**config.mk**
```make
export PLATFORM = sky130hd
export DESIGN_NAME = daily_stable_matching_rounds_core
export DESIGN_NICKNAME = d
export VERILOG_FILES = /design/src/dsmr_pkg.sv /design/src/dsmr_tables.sv /design/src/dsmr_people.sv /design/src/dsmr_seq.sv /design/src/daily_stable_matching_rounds_core.sv
export SDC_FILE = /design/constraint.sdc
export NUM_CORES = 2
export LEC_CHECK = 0
export ABC_AREA = 1
export BUFFER_PORTS_ARGS = -buffer_cell sky130_fd_sc_hd__buf_4
export CORE_ASPECT_RATIO = 0.9
export CORE_UTILIZATION = 45
export CTS_BUF_LIST = sky130_fd_sc_hd__clkbuf_2 sky130_fd_sc_hd__clkbuf_4 sky130_fd_sc_hd__clkbuf_8
export DETAILED_ROUTE_END_ITERATION = 8
export PLACE_DENSITY = 0.72
export SYNTH_ARGS = -nofsm -noshare
export SYNTH_HDL_FRONTEND = slang
export SYNTH_HIERARCHICAL = 1
export SYNTH_SLANG_ARGS = --single-unit
export TNS_END_PERCENT = 30
```
**constraint.sdc**
```tcl
create_clock -name clock -period 4.4 [get_ports clock]
set_input_delay 0.88 -clock clock [delete_from_list [all_inputs] [get_ports clock]]
set_output_delay 0.88 -clock clock [all_outputs]
set_load 0.03 [all_outputs]
```
**src/dsmr_pkg.sv**
```systemverilog
// ----------------------------------------------------------------------------
// dsmr_pkg
// Shared types and constants of the round-by-round stable matching core.
// ----------------------------------------------------------------------------
package dsmr_pkg;

   localparam int CFG_W = 5;   // config registers, man index, choice pointer
   localparam int FLD_W = 4;   // input item fields, table entries
   localparam int CNT_W = 6;   // pass counter, counts to num_men + 2
   localparam int DAY_W = 9;
   localparam int REJ_W = 5;

   localparam logic [CFG_W-1:0] NO_SUITOR = 5'd16;
   localparam logic [CFG_W-1:0] CFG_RESET = 5'd16;
   localparam logic [DAY_W-1:0] DAY_MAX   = 9'd511;
   localparam logic [REJ_W-1:0] REJ_MAX   = 5'd31;

   localparam int CSR_IDX_W = 1;
   localparam logic [CSR_IDX_W-1:0] CSR_NUM_MEN   = 1'b0;
   localparam logic [CSR_IDX_W-1:0] CSR_NUM_WOMEN = 1'b1;

   typedef enum logic [1:0] {
      KIND_LOAD_CHOICE = 2'd0,
      KIND_LOAD_RANK   = 2'd1,
      KIND_START       = 2'd2,
      KIND_RUN_DAY     = 2'd3
   } kind_type;

   typedef enum logic [1:0] {
      ST_IDLE   = 2'd0,
      ST_OFFER  = 2'd1,
      ST_REJECT = 2'd2
   } state_type;

   // table load, one entry per transfer
   typedef struct packed {
      logic             choice_we;
      logic             rank_we;
      logic [FLD_W-1:0] row;
      logic [FLD_W-1:0] col;
      logic [FLD_W-1:0] data;
   } load_type;

   // table read addresses
   typedef struct packed {
      logic [CFG_W-1:0] ch_man;
      logic [CFG_W-1:0] ch_pos;
      logic [FLD_W-1:0] rk_woman;
      logic [CFG_W-1:0] rk_man;
   } tbl_rd_type;

   // per-person state access
   typedef struct packed {
      logic             clear;
      logic [CFG_W-1:0] nc_rd_man;
      logic             nc_we;
      logic [CFG_W-1:0] nc_wr_man;
      logic [CFG_W-1:0] nc_wr_data;
      logic [FLD_W-1:0] br_rd_woman;
      logic             br_we;
      logic [FLD_W-1:0] br_wr_woman;
      logic [CFG_W-1:0] br_wr_data;
   } ppl_req_type;

endpackage

```
**src/dsmr_tables.sv**
```systemverilog
// ----------------------------------------------------------------------------
// dsmr_tables
// Preference memories: choice list per proposer and rank per acceptor.
// ----------------------------------------------------------------------------
module dsmr_tables #(
   parameter int MAX_MEN   = 16,
   parameter int MAX_WOMEN = 16
) (
   input  logic                      clock,
   input  dsmr_pkg::load_type        load,
   input  dsmr_pkg::tbl_rd_type      rd,
   output logic [dsmr_pkg::FLD_W-1:0] ch_rd_data,
   output logic [dsmr_pkg::FLD_W-1:0] rk_rd_data
);
   import dsmr_pkg::*;

   localparam int DEPTH = MAX_MEN * MAX_WOMEN;
   localparam int AW    = $clog2(DEPTH);

   logic [FLD_W-1:0] choice_mem [DEPTH];
   logic [FLD_W-1:0] rank_mem   [DEPTH];
   logic [FLD_W-1:0] ch_rd_ff;
   logic [FLD_W-1:0] rk_rd_ff;
   logic [AW-1:0]    ch_wr_ad, rk_wr_ad, ch_rd_ad, rk_rd_ad;
   logic             ch_in_range, rk_in_range;

   always_comb begin
      ch_in_range = (32'(load.row) < MAX_MEN) && (32'(load.col) < MAX_WOMEN);
      rk_in_range = (32'(load.row) < MAX_WOMEN) && (32'(load.col) < MAX_MEN);
      ch_wr_ad = AW'(32'(load.row) * MAX_WOMEN + 32'(load.col));
      rk_wr_ad = AW'(32'(load.row) * MAX_MEN + 32'(load.col));
      ch_rd_ad = AW'(32'(rd.ch_man) * MAX_WOMEN + 32'(rd.ch_pos));
      rk_rd_ad = AW'(32'(rd.rk_woman) * MAX_MEN + 32'(rd.rk_man));
   end

   always_ff @(posedge clock) begin
      if (load.choice_we && ch_in_range) begin
         choice_mem[ch_wr_ad] <= load.data;
      end
      ch_rd_ff <= choice_mem[ch_rd_ad];
   end

   always_ff @(posedge clock) begin
      if (load.rank_we && rk_in_range) begin
         rank_mem[rk_wr_ad] <= load.data;
      end
      rk_rd_ff <= rank_mem[rk_rd_ad];
   end

   assign ch_rd_data = ch_rd_ff;
   assign rk_rd_data = rk_rd_ff;

endmodule

```
**src/dsmr_people.sv**
```systemverilog
// ----------------------------------------------------------------------------
// dsmr_people
// Per-person state: next choice of each proposer, best rank of each acceptor.
// Valid bits give the rewind values without a clearing pass.
// ----------------------------------------------------------------------------
module dsmr_people #(
   parameter int MAX_MEN   = 16,
   parameter int MAX_WOMEN = 16
) (
   input  logic                      clock,
   input  logic                      reset,
   input  dsmr_pkg::ppl_req_type     req,
   output logic [dsmr_pkg::CFG_W-1:0] nc_rd_data,
   output logic [dsmr_pkg::CFG_W-1:0] br_rd_data
);
   import dsmr_pkg::*;

   localparam int MM_W = $clog2(MAX_MEN);
   localparam int MW_W = $clog2(MAX_WOMEN);

   logic [CFG_W-1:0]     nc_mem [MAX_MEN];
   logic [CFG_W-1:0]     br_mem [MAX_WOMEN];
   logic [MAX_MEN-1:0]   nc_vld_ff;
   logic [MAX_WOMEN-1:0] br_vld_ff;
   logic [CFG_W-1:0]     nc_rd_ff, br_rd_ff;
   logic                 nc_hit_ff, br_hit_ff;
   logic [MM_W-1:0]      nc_rd_ix, nc_wr_ix;
   logic [MW_W-1:0]      br_rd_ix, br_wr_ix;

   assign nc_rd_ix = MM_W'(req.nc_rd_man);
   assign nc_wr_ix = MM_W'(req.nc_wr_man);
   assign br_rd_ix = MW_W'(req.br_rd_woman);
   assign br_wr_ix = MW_W'(req.br_wr_woman);

   always_ff @(posedge clock) begin
      if (reset || req.clear) begin
         nc_vld_ff <= '0;
         br_vld_ff <= '0;
      end else begin
         if (req.nc_we) begin
            nc_vld_ff[nc_wr_ix] <= 1'b1;
         end
         if (req.br_we) begin
            br_vld_ff[br_wr_ix] <= 1'b1;
         end
      end
   end

   always_ff @(posedge clock) begin
      if (req.nc_we) begin
         nc_mem[nc_wr_ix] <= req.nc_wr_data;
      end
      nc_rd_ff  <= nc_mem[nc_rd_ix];
      nc_hit_ff <= nc_vld_ff[nc_rd_ix];
   end

   always_ff @(posedge clock) begin
      if (req.br_we) begin
         br_mem[br_wr_ix] <= req.br_wr_data;
      end
      br_rd_ff  <= br_mem[br_rd_ix];
      br_hit_ff <= br_vld_ff[br_rd_ix];
   end

   assign nc_rd_data = nc_hit_ff ? nc_rd_ff : '0;
   assign br_rd_data = br_hit_ff ? br_rd_ff : NO_SUITOR;

endmodule

```
**src/dsmr_seq.sv**
```systemverilog
// ----------------------------------------------------------------------------
// dsmr_seq
// Day sequencer: offer pass then rejection pass over all proposers in use
// through one four-stage lookup pipeline and the rank compares of stage D.
// ----------------------------------------------------------------------------
module dsmr_seq #(
   parameter int MAX_MEN   = 16,
   parameter int MAX_WOMEN = 16
) (
   input  logic                       clock,
   input  logic                       reset,
   input  logic                       start,
   output logic                       busy,
   input  logic [1:0]                 req_kind,
   input  logic [dsmr_pkg::FLD_W-1:0] req_person,
   input  logic [dsmr_pkg::FLD_W-1:0] req_position,
   input  logic [dsmr_pkg::FLD_W-1:0] req_value,
   input  logic [dsmr_pkg::CFG_W-1:0] num_men,
   input  logic [dsmr_pkg::CFG_W-1:0] num_women,
   output dsmr_pkg::load_type         load,
   output dsmr_pkg::tbl_rd_type       tbl_rd,
   input  logic [dsmr_pkg::FLD_W-1:0] ch_rd_data,
   input  logic [dsmr_pkg::FLD_W-1:0] rk_rd_data,
   output dsmr_pkg::ppl_req_type      ppl,
   input  logic [dsmr_pkg::CFG_W-1:0] nc_rd_data,
   input  logic [dsmr_pkg::CFG_W-1:0] br_rd_data,
   output logic                       rsp_strobe,
   output logic [dsmr_pkg::DAY_W-1:0] rsp_day_number,
   output logic [dsmr_pkg::REJ_W-1:0] rsp_rejections,
   output logic                       rsp_finished
);
   import dsmr_pkg::*;

   state_type        state_ff, state_in;
   logic [CNT_W-1:0] cnt_ff, cnt_in;
   logic [REJ_W-1:0] rej_ff, rej_in, rej_next;
   logic [DAY_W-1:0] day_ff, day_in;

   // pipeline: B has next choice, C has acceptor, D has rank and best rank
   logic             vb_ff, vc_ff, vd_ff, wokd_ff;
   logic [CFG_W-1:0] mb_ff, mc_ff, md_ff, pc_ff, pd_ff;
   logic [FLD_W-1:0] wd_ff;
   logic             issue, act_b, wok_c;

   // bypass of the best-rank write made in the previous cycle
   logic             fwd_vld_ff;
   logic [FLD_W-1:0] fwd_w_ff;
   logic [CFG_W-1:0] fwd_val_ff;

   logic [CFG_W-1:0] nm, nw, rank_d, best_eff;
   logic             last, offer_hit, reject;

   logic             rsp_strobe_ff, rsp_strobe_in;
   logic [DAY_W-1:0] rsp_day_ff, rsp_day_in;
   logic [REJ_W-1:0] rsp_rej_ff, rsp_rej_in;
   logic             rsp_fin_ff, rsp_fin_in;

   assign nm = (32'(num_men) > MAX_MEN) ? CFG_W'(MAX_MEN) : num_men;
   assign nw = (32'(num_women) > MAX_WOMEN) ? CFG_W'(MAX_WOMEN) : num_women;

   assign busy  = (state_ff != ST_IDLE);
   assign last  = (cnt_ff == {1'b0, nm} + CNT_W'(2));
   assign issue = (state_ff != ST_IDLE) && (cnt_ff < {1'b0, nm});

   assign act_b = vb_ff && (nc_rd_data < nw);
   assign wok_c = ({1'b0, ch_rd_data} < nw);

   assign rank_d    = {1'b0, rk_rd_data};
   assign best_eff  = (fwd_vld_ff && fwd_w_ff == wd_ff) ? fwd_val_ff : br_rd_data;
   assign offer_hit = (state_ff == ST_OFFER) && vd_ff && wokd_ff && (rank_d < best_eff);
   assign reject    = (state_ff == ST_REJECT) && vd_ff && (!wokd_ff || rank_d > best_eff);
   assign rej_next  = (reject && rej_ff != REJ_MAX) ? rej_ff + REJ_W'(1) : rej_ff;

   always_comb begin
      load.choice_we = 1'b0;
      load.rank_we   = 1'b0;
      load.row       = req_person;
      load.col       = req_position;
      load.data      = req_value;

      tbl_rd.ch_man   = mb_ff;
      tbl_rd.ch_pos   = nc_rd_data;
      tbl_rd.rk_woman = ch_rd_data;
      tbl_rd.rk_man   = mc_ff;

      ppl.clear       = 1'b0;
      ppl.nc_rd_man   = cnt_ff[CFG_W-1:0];
      ppl.nc_we       = reject;
      ppl.nc_wr_man   = md_ff;
      ppl.nc_wr_data  = pd_ff + CFG_W'(1);
      ppl.br_rd_woman = ch_rd_data;
      ppl.br_we       = offer_hit;
      ppl.br_wr_woman = wd_ff;
      ppl.br_wr_data  = rank_d;

      state_in      = state_ff;
      cnt_in        = cnt_ff;
      rej_in        = rej_ff;
      day_in        = day_ff;
      rsp_strobe_in = 1'b0;
      rsp_day_in    = rsp_day_ff;
      rsp_rej_in    = rsp_rej_ff;
      rsp_fin_in    = rsp_fin_ff;

      case (state_ff)
         ST_IDLE: begin
            if (start) begin
               case (kind_type'(req_kind))
                  KIND_LOAD_CHOICE: load.choice_we = 1'b1;
                  KIND_LOAD_RANK:   load.rank_we = 1'b1;
                  KIND_START: begin
                     ppl.clear = 1'b1;
                     day_in    = '0;
                  end
                  KIND_RUN_DAY: begin
                     state_in = ST_OFFER;
                     cnt_in   = '0;
                     rej_in   = '0;
                  end
                  default: state_in = ST_IDLE;
               endcase
            end
         end
         ST_OFFER: begin
            if (last) begin
               state_in = ST_REJECT;
               cnt_in   = '0;
            end else begin
               cnt_in = cnt_ff + CNT_W'(1);
            end
         end
         ST_REJECT: begin
            rej_in = rej_next;
            if (last) begin
               state_in      = ST_IDLE;
               rsp_strobe_in = 1'b1;
               rsp_day_in    = day_ff;
               rsp_rej_in    = rej_next;
               rsp_fin_in    = (rej_next == '0);
               if (day_ff != DAY_MAX) begin
                  day_in = day_ff + DAY_W'(1);
               end
            end else begin
               cnt_in = cnt_ff + CNT_W'(1);
            end
         end
         default: state_in = ST_IDLE;
      endcase
   end

   always_ff @(posedge clock) begin
      if (reset) begin
         state_ff      <= ST_IDLE;
         cnt_ff        <= '0;
         rej_ff        <= '0;
         day_ff        <= '0;
         vb_ff         <= 1'b0;
         vc_ff         <= 1'b0;
         vd_ff         <= 1'b0;
         fwd_vld_ff    <= 1'b0;
         rsp_strobe_ff <= 1'b0;
      end else begin
         state_ff      <= state_in;
         cnt_ff        <= cnt_in;
         rej_ff        <= rej_in;
         day_ff        <= day_in;
         vb_ff         <= issue;
         vc_ff         <= act_b;
         vd_ff         <= vc_ff;
         fwd_vld_ff    <= offer_hit;
         rsp_strobe_ff <= rsp_strobe_in;
      end
   end

   always_ff @(posedge clock) begin
      mb_ff      <= cnt_ff[CFG_W-1:0];
      mc_ff      <= mb_ff;
      pc_ff      <= nc_rd_data;
      md_ff      <= mc_ff;
      pd_ff      <= pc_ff;
      wd_ff      <= ch_rd_data;
      wokd_ff    <= wok_c;
      fwd_w_ff   <= wd_ff;
      fwd_val_ff <= rank_d;
      rsp_day_ff <= rsp_day_in;
      rsp_rej_ff <= rsp_rej_in;
      rsp_fin_ff <= rsp_fin_in;
   end

   assign rsp_strobe     = rsp_strobe_ff;
   assign rsp_day_number = rsp_day_ff;
   assign rsp_rejections = rsp_rej_ff;
   assign rsp_finished   = rsp_fin_ff;

endmodule

```
**src/daily_stable_matching_rounds_core.sv**
```systemverilog
// ----------------------------------------------------------------------------
// daily_stable_matching_rounds_core
// Round-by-round stable matching, all proposers offering in parallel.
// ----------------------------------------------------------------------------
// Usage:
//   An item transfers on a clock edge with start high and busy low.
//   req_kind selects: load a proposer's choice, load an acceptor's rank of a
//   proposer, start (rewind all proposers, clear best ranks, day count 0), or
//   run one day. Loads and start keep busy low. A day runs an offer pass and
//   a rejection pass, each streaming every proposer in use through a four-stage
//   lookup pipeline, one per cycle. rsp_strobe rises once the rejection pass
//   ends, with busy high through both passes. A new day item is not taken
//   while busy is high; the next one may transfer in the strobe cycle. The
//   result (day number, rejection count, finished) is valid for exactly one
//   cycle with rsp_strobe; the receiver cannot stall it.
//   num_men and num_women are written through csr_we/csr_index/csr_wdata;
//   the user writes them only while the core is idle, which the core does
//   not enforce; both reset to 16. Reset clears the sequencer, the rewind
//   state and the day count; the preference tables are undefined until loaded.
// ----------------------------------------------------------------------------
module daily_stable_matching_rounds_core #(
   parameter int MAX_MEN   = 16,
   parameter int MAX_WOMEN = 16
) (
   input  logic                           clock,
   input  logic                           reset,
   input  logic                           start,
   output logic                           busy,
   input  logic [1:0]                     req_kind,
   input  logic [dsmr_pkg::FLD_W-1:0]     req_person,
   input  logic [dsmr_pkg::FLD_W-1:0]     req_position,
   input  logic [dsmr_pkg::FLD_W-1:0]     req_value,
   output logic                           rsp_strobe,
   output logic [dsmr_pkg::DAY_W-1:0]     rsp_day_number,
   output logic [dsmr_pkg::REJ_W-1:0]     rsp_rejections,
   output logic                           rsp_finished,
   input  logic                           csr_we,
   input  logic [dsmr_pkg::CSR_IDX_W-1:0] csr_index,
   input  logic [dsmr_pkg::CFG_W-1:0]     csr_wdata
);
   import dsmr_pkg::*;

   logic [CFG_W-1:0] num_men_ff, num_women_ff;
   load_type         load;
   tbl_rd_type       tbl_rd;
   ppl_req_type      ppl;
   logic [FLD_W-1:0] ch_rd_data, rk_rd_data;
   logic [CFG_W-1:0] nc_rd_data, br_rd_data;

   always_ff @(posedge clock) begin
      if (reset) begin
         num_men_ff   <= CFG_RESET;
         num_women_ff <= CFG_RESET;
      end else if (csr_we) begin
         case (csr_index)
            CSR_NUM_MEN:   num_men_ff <= csr_wdata;
            CSR_NUM_WOMEN: num_women_ff <= csr_wdata;
            default: ;
         endcase
      end
   end

   dsmr_tables #(
      .MAX_MEN   (MAX_MEN),
      .MAX_WOMEN (MAX_WOMEN)
   ) u_tables (
      .clock      (clock),
      .load       (load),
      .rd         (tbl_rd),
      .ch_rd_data (ch_rd_data),
      .rk_rd_data (rk_rd_data)
   );

   dsmr_people #(
      .MAX_MEN   (MAX_MEN),
      .MAX_WOMEN (MAX_WOMEN)
   ) u_people (
      .clock      (clock),
      .reset      (reset),
      .req        (ppl),
      .nc_rd_data (nc_rd_data),
      .br_rd_data (br_rd_data)
   );

   dsmr_seq #(
      .MAX_MEN   (MAX_MEN),
      .MAX_WOMEN (MAX_WOMEN)
   ) u_seq (
      .clock          (clock),
      .reset          (reset),
      .start          (start),
      .busy           (busy),
      .req_kind       (req_kind),
      .req_person     (req_person),
      .req_position   (req_position),
      .req_value      (req_value),
      .num_men        (num_men_ff),
      .num_women      (num_women_ff),
      .load           (load),
      .tbl_rd         (tbl_rd),
      .ch_rd_data     (ch_rd_data),
      .rk_rd_data     (rk_rd_data),
      .ppl            (ppl),
      .nc_rd_data     (nc_rd_data),
      .br_rd_data     (br_rd_data),
      .rsp_strobe     (rsp_strobe),
      .rsp_day_number (rsp_day_number),
      .rsp_rejections (rsp_rejections),
      .rsp_finished   (rsp_finished)
   );

endmodule
```
==> flow_summary.html <==
<table>
<tr><th>Metric</th><th>Value</th></tr>
<tr><th colspan="2">Power and ir drop</th></tr>
<tr><td>Switching power</td><td>10.54 mW</td></tr>
<tr><td>Maximum ir drop on the vdd rail</td><td>between 0.4 and 0.5 mV</td></tr>
<tr><td>Gate power share</td><td>roughly 6%</td></tr>
<tr><td>Switch share</td><td>23.10%</td></tr>
<tr><td>Leakage power</td><td>~38 nW</td></tr>
<tr><td>Proportion of power drawn by the clock network</td><td>approximately 40%</td></tr>
<tr><td>Areal power density over the cells</td><td>422.2 mW/mm2</td></tr>
<tr><td>Internal power</td><td>~35 mW</td></tr>
<tr><td>Relative contribution of sequential cells to total power</td><td>between 50% and 60%</td></tr>
<tr><th colspan="2">Worst setup path</th></tr>
<tr><td>Count of cells along the worst register-to-register path</td><td>17</td></tr>
<tr><td>Delay of the slowest critical-path stage</td><td>0.44 ns</td></tr>
<tr><td>Cell-by-cell trace of the critical path</td><td>inv_1 &gt; nand2_1 &gt; nand2_1 &gt; nor2_1 &gt; nand3_2 &gt; mux2i_1 &gt; ha_1 &gt; nand3_1 &gt; o211ai_1 &gt; nand3_2 &gt; nand2_4 &gt; nand2_1 &gt; inv_1 &gt; inv_1 &gt; nor3_1 &gt; inv_1 &gt; nor2_1</td></tr>
<tr><td>Minimum setup slack among reg-to-reg paths</td><td>0.73 ns</td></tr>
<tr><td>Required time reported for the critical path endpoint</td><td>slightly above 5 ns</td></tr>
<tr><td>CP arrival</td><td>around 4.4 ns</td></tr>
<tr><td>Most common cell on crit path</td><td>sky130_fd_sc_hd__inv_1</td></tr>
<tr><td>Type of destination of the critical path</td><td>flip-flop</td></tr>
<tr><td>R2R Path Start</td><td>u_seq/wd_ff[3]$_DFF_P_</td></tr>
<tr><td>Buffers plus inverters on the worst setup path</td><td>4</td></tr>
<tr><td>Critical Path Fanout Max</td><td>7</td></tr>
<tr><td>Setup crit start kind</td><td>flip-flop</td></tr>
<tr><td>Worst Path Class, Setup</td><td>reg2reg</td></tr>
<tr><td>Largest delay share family, worst path</td><td>simple AND/OR/NAND/NOR gates</td></tr>
<tr><td>Cell at the slowest stage of the critical path</td><td>sky130_fd_sc_hd__dfxtp_1</td></tr>
<tr><td>Endpoint of the worst register-to-register path</td><td>u_people/nc_mem[5][0]$_DFFE_PP_</td></tr>
<tr><th colspan="2">Floorplan</th></tr>
<tr><td>Core area</td><td>roughly 0.22 mm2</td></tr>
<tr><td>Number of standard-cell rows in the floorplan</td><td>between 150 and 200</td></tr>
<tr><td>Initial core utilization</td><td>45.51%</td></tr>
<tr><td>I/O Pins</td><td>between 40 and 50</td></tr>
<tr><td>Horizontal extent of the die</td><td>between 400 and 500 um</td></tr>
<tr><td>Die Span Y</td><td>between 400 and 500 um</td></tr>
<tr><td>Die area</td><td>approximately 0.22 mm2</td></tr>
<tr><th colspan="2">Clock network</th></tr>
<tr><td>Clock root cell</td><td>sky130_fd_sc_hd__clkbuf_8</td></tr>
<tr><td>Later-pin clock latency in the skew report</td><td>approximately 1.1 ns</td></tr>
<tr><td>Count of H-tree levels built during CTS</td><td>5</td></tr>
<tr><td>Maximum clock path buffer count</td><td>4</td></tr>
<tr><td>TritonCTS clock tree</td><td>yes</td></tr>
<tr><td>TritonCTS Sinks</td><td>roughly 2300</td></tr>
<tr><td>Post-cts repair resize count</td><td>0</td></tr>
<tr><td>Clock Pin Slew Worst Setup and Hold Paths</td><td>0.07 ns</td></tr>
<tr><td>TritonCTS buffer count</td><td>approximately 370</td></tr>
<tr><th colspan="2">Min path</th></tr>
<tr><td>Kind of path behind the tightest hold check</td><td>in2reg</td></tr>
<tr><td>Worst min-delay path startpoint</td><td>csr_wdata[0]</td></tr>
<tr><td>Hold path cells</td><td>3</td></tr>
<tr><td>Sink of the worst hold path</td><td>num_women_ff[0]$_SDFFE_PP0P_</td></tr>
<tr><th colspan="2">Finish</th></tr>
<tr><td>Most common cell after layout, fill and taps aside</td><td>sky130_fd_sc_hd__nand2_1</td></tr>
<tr><td>Fraction of layout cells with a size suffix above 1</td><td>9.167%</td></tr>
<tr><td>Filler Cell Count</td><td>~18000</td></tr>
<tr><td>Most frequent cells in the layout</td><td>sky130_fd_sc_hd__nand2_1 (2548), sky130_fd_sc_hd__edfxtp_1 (2223), sky130_fd_sc_hd__nand3_1 (2143), sky130_fd_sc_hd__nor3_1 (528), sky130_fd_sc_hd__clkbuf_8 (393)</td></tr>
<tr><td>Synth-to-Final Area Change</td><td>9.255%</td></tr>
<tr><td>Net count of the finished layout</td><td>~8800</td></tr>
<tr><td>Area taken by multi-input logic gates</td><td>0.02483 mm2</td></tr>
<tr><td>Area of all sequential standard cells</td><td>0.06929 mm2</td></tr>
<tr><th colspan="2">Job</th></tr>
<tr><td>Max_cap viols</td><td>0</td></tr>
<tr><th colspan="2">Placement</th></tr>
<tr><td>Port Buf Inserts</td><td>40</td></tr>
<tr><td>Setup slack at placement</td><td>0.8152 ns</td></tr>
<tr><td>Gpl congestion</td><td>just over 0.9</td></tr>
<tr><td>Dpl hpwl</td><td>between 100 and 150 mm</td></tr>
<tr><th colspan="2">STA</th></tr>
<tr><td>Number of setup violations in the final report</td><td>0</td></tr>
<tr><td>Transition at the pin with the smallest max-transition slack</td><td>1.377 ns</td></tr>
<tr><td>Final period demand of the worst path</td><td>about 3.7 ns</td></tr>
<tr><td>Max frequency</td><td>roughly 270 MHz</td></tr>
<tr><td>Final worst hold slack</td><td>0.1204 ns</td></tr>
<tr><td>Unrepaired setup endpoints after global routing</td><td>no</td></tr>
<tr><td>Clock Skew</td><td>0.05594 ns</td></tr>
<tr><td>Max-slew headroom</td><td>8.201%</td></tr>
<tr><td>Worst setup margin</td><td>0.7258 ns</td></tr>
<tr><td>Final hold violations</td><td>0</td></tr>
<tr><td>Max-slew violation total from the final report</td><td>0</td></tr>
<tr><td>Share of the clock period used by the worst path</td><td>83.50%</td></tr>
<tr><td>Total negative slack for setup checks</td><td>0 ns</td></tr>
<tr><th colspan="2">Global route</th></tr>
<tr><td>Number of global-route vias before repair</td><td>approximately 66000</td></tr>
<tr><td>First-pass GRT wire length</td><td>between 300 and 400 mm</td></tr>
<tr><td>GRT Total Usage</td><td>between 20% and 30%</td></tr>
<tr><td>Antenna violations before repair</td><td>14</td></tr>
<tr><td>Largest net degree at the start of global routing</td><td>200</td></tr>
<tr><td>Leftover overflow at the end of global routing</td><td>0</td></tr>
<tr><th colspan="2">Route</th></tr>
<tr><td>Final wirelength</td><td>258.6 mm</td></tr>
<tr><td>Count of unresolved DRC violations after routing</td><td>0</td></tr>
<tr><td>Drt via density</td><td>between 5 and 6</td></tr>
<tr><td>Wirelength per Cell</td><td>21.80 um</td></tr>
<tr><td>Drt initial violations</td><td>around 9400</td></tr>
<tr><td>Detailed-routing iteration count for the pre-antenna-repair pass</td><td>7</td></tr>
<tr><td>Routed Antenna Nets</td><td>0</td></tr>
<tr><td>Vias after detailed routing</td><td>~70000</td></tr>
<tr><th colspan="2">Logic synthesis</th></tr>
<tr><td>Post-synthesis instance total</td><td>around 9000</td></tr>
<tr><td>Synthesized net count</td><td>8883</td></tr>
<tr><td>Yosys Warn Count</td><td>6</td></tr>
<tr><td>Area of the mapped netlist</td><td>0.09898 mm2</td></tr>
<tr><td>Post-Syn Area per Cell</td><td>approximately 11 um2</td></tr>
<tr><th colspan="2">Outcome</th></tr>
<tr><td>Run status</td><td>finished, final reports clean</td></tr>
</table>
-- power by group through the flow --
stage               Sequential (mW)  Combinational [mW]  Clock (mW)
floorplan                      25.1                1.73           0
global placement               25.1                2.67           0
detailed placement             25.1                2.69           0
CTS                            24.6                2.70        18.5
global route                   24.6                2.94        19.4
finish                         24.6                2.75        18.3
-- layout make-up --
class / count / share of cell area [%]
diodes: 16 / 0.03702
clock buffers: 495 / 5.710
clock inverters: 146 / 0.9430
inverters: 304 / 1.135
multi-input cells: 5500 / 22.96
flip-flops and latches: 2349 / 64.08
well taps: 2870 / 3.321
repair buffers: 184 / 1.817
-- per-stage QoR --
stage | std cells | util (%) | cell area (um2) | power, mW
2_1_floorplan | 8828 | - | 98980 | 26.83
3_3_place_gp | 11206 | 46.39 | 100900 | 27.78
3_5_place_dp | 11206 | 46.39 | 100900 | 27.80
4_1_cts | 11848 | 49.70 | 108100 | 45.80
5_1_grt | 11860 | 49.72 | 108100 | 46.99
6_report | 11864 | 49.72 | 108100 | 45.65
-- flip-flops by register name (all words and copies together), names as in the netlist, 5 cells and up --
signal                flops
u_tables/choice_mem    1024
u_seq/mc_ff               5
num_women_ff              5
u_seq/pd_ff               5
u_tables/rank_mem      1024
u_seq/day_ff              9
u_people/nc_vld_ff       16
u_people/br_vld_ff       16
u_people/br_rd_ff         5
u_seq/mb_ff               5
u_people/nc_rd_ff         5
u_people/br_mem          80
num_men_ff                5
u_seq/cnt_ff              6
u_seq/rsp_day_number      9
u_seq/pc_ff               5
u_seq/rej_ff              5
u_people/nc_mem          80
u_seq/rsp_rejections      5
-- routing by layer --
metal / vias to the layer above / global-route usage (%) / wire length [um]
met5: - / 0 / 0
met4: 0 / 8.807 / 8365
met3: 563 / 3.929 / 27480
met2: 4156 / 36.73 / 119500
met1: 32941 / 31.55 / 103300
li1: 30774 / - / -
-- tightest hold or removal path, cell delays in order --
cell and delay [ns]:
sky130_fd_sc_hd__buf_4 0.09, sky130_fd_sc_hd__o21ai_1 0.07, sky130_fd_sc_hd__nor2_1 0.07
-- how the worst max path moves through the flow --
stage | endpoint | slack, ns | cells after the start | startpoint
2_1_floorplan | u_tables/choice_mem[0][0]$_DFFE_PP_ | 1.08 | 1 | req_value[0]
3_5_place_dp | u_people/nc_mem[5][3]$_DFFE_PP_ | 0.82 | 19 | u_seq/wd_ff[3]$_DFF_P_
5_1_grt | u_people/nc_mem[6][0]$_DFFE_PP_ | 0.43 | 19 | u_seq/wd_ff[3]$_DFF_P_
4_1_cts | u_people/nc_mem[5][3]$_DFFE_PP_ | 0.79 | 17 | u_seq/wd_ff[3]$_DFF_P_
3_3_place_gp | u_people/br_mem[0][4]$_DFFE_PP_ | 0.73 | 18 | u_seq/wd_ff[3]$_DFF_P_
6_report | u_people/nc_mem[5][0]$_DFFE_PP_ | 0.73 | 17 | u_seq/wd_ff[3]$_DFF_P_
-- repair_timing --
action | in CTS | in global routing
endpoints found under the hold margin | 1 | 0
hold buffers | 1 | 0
setup buffers | 0 | 0
Power figures use the tool's default switching activity.
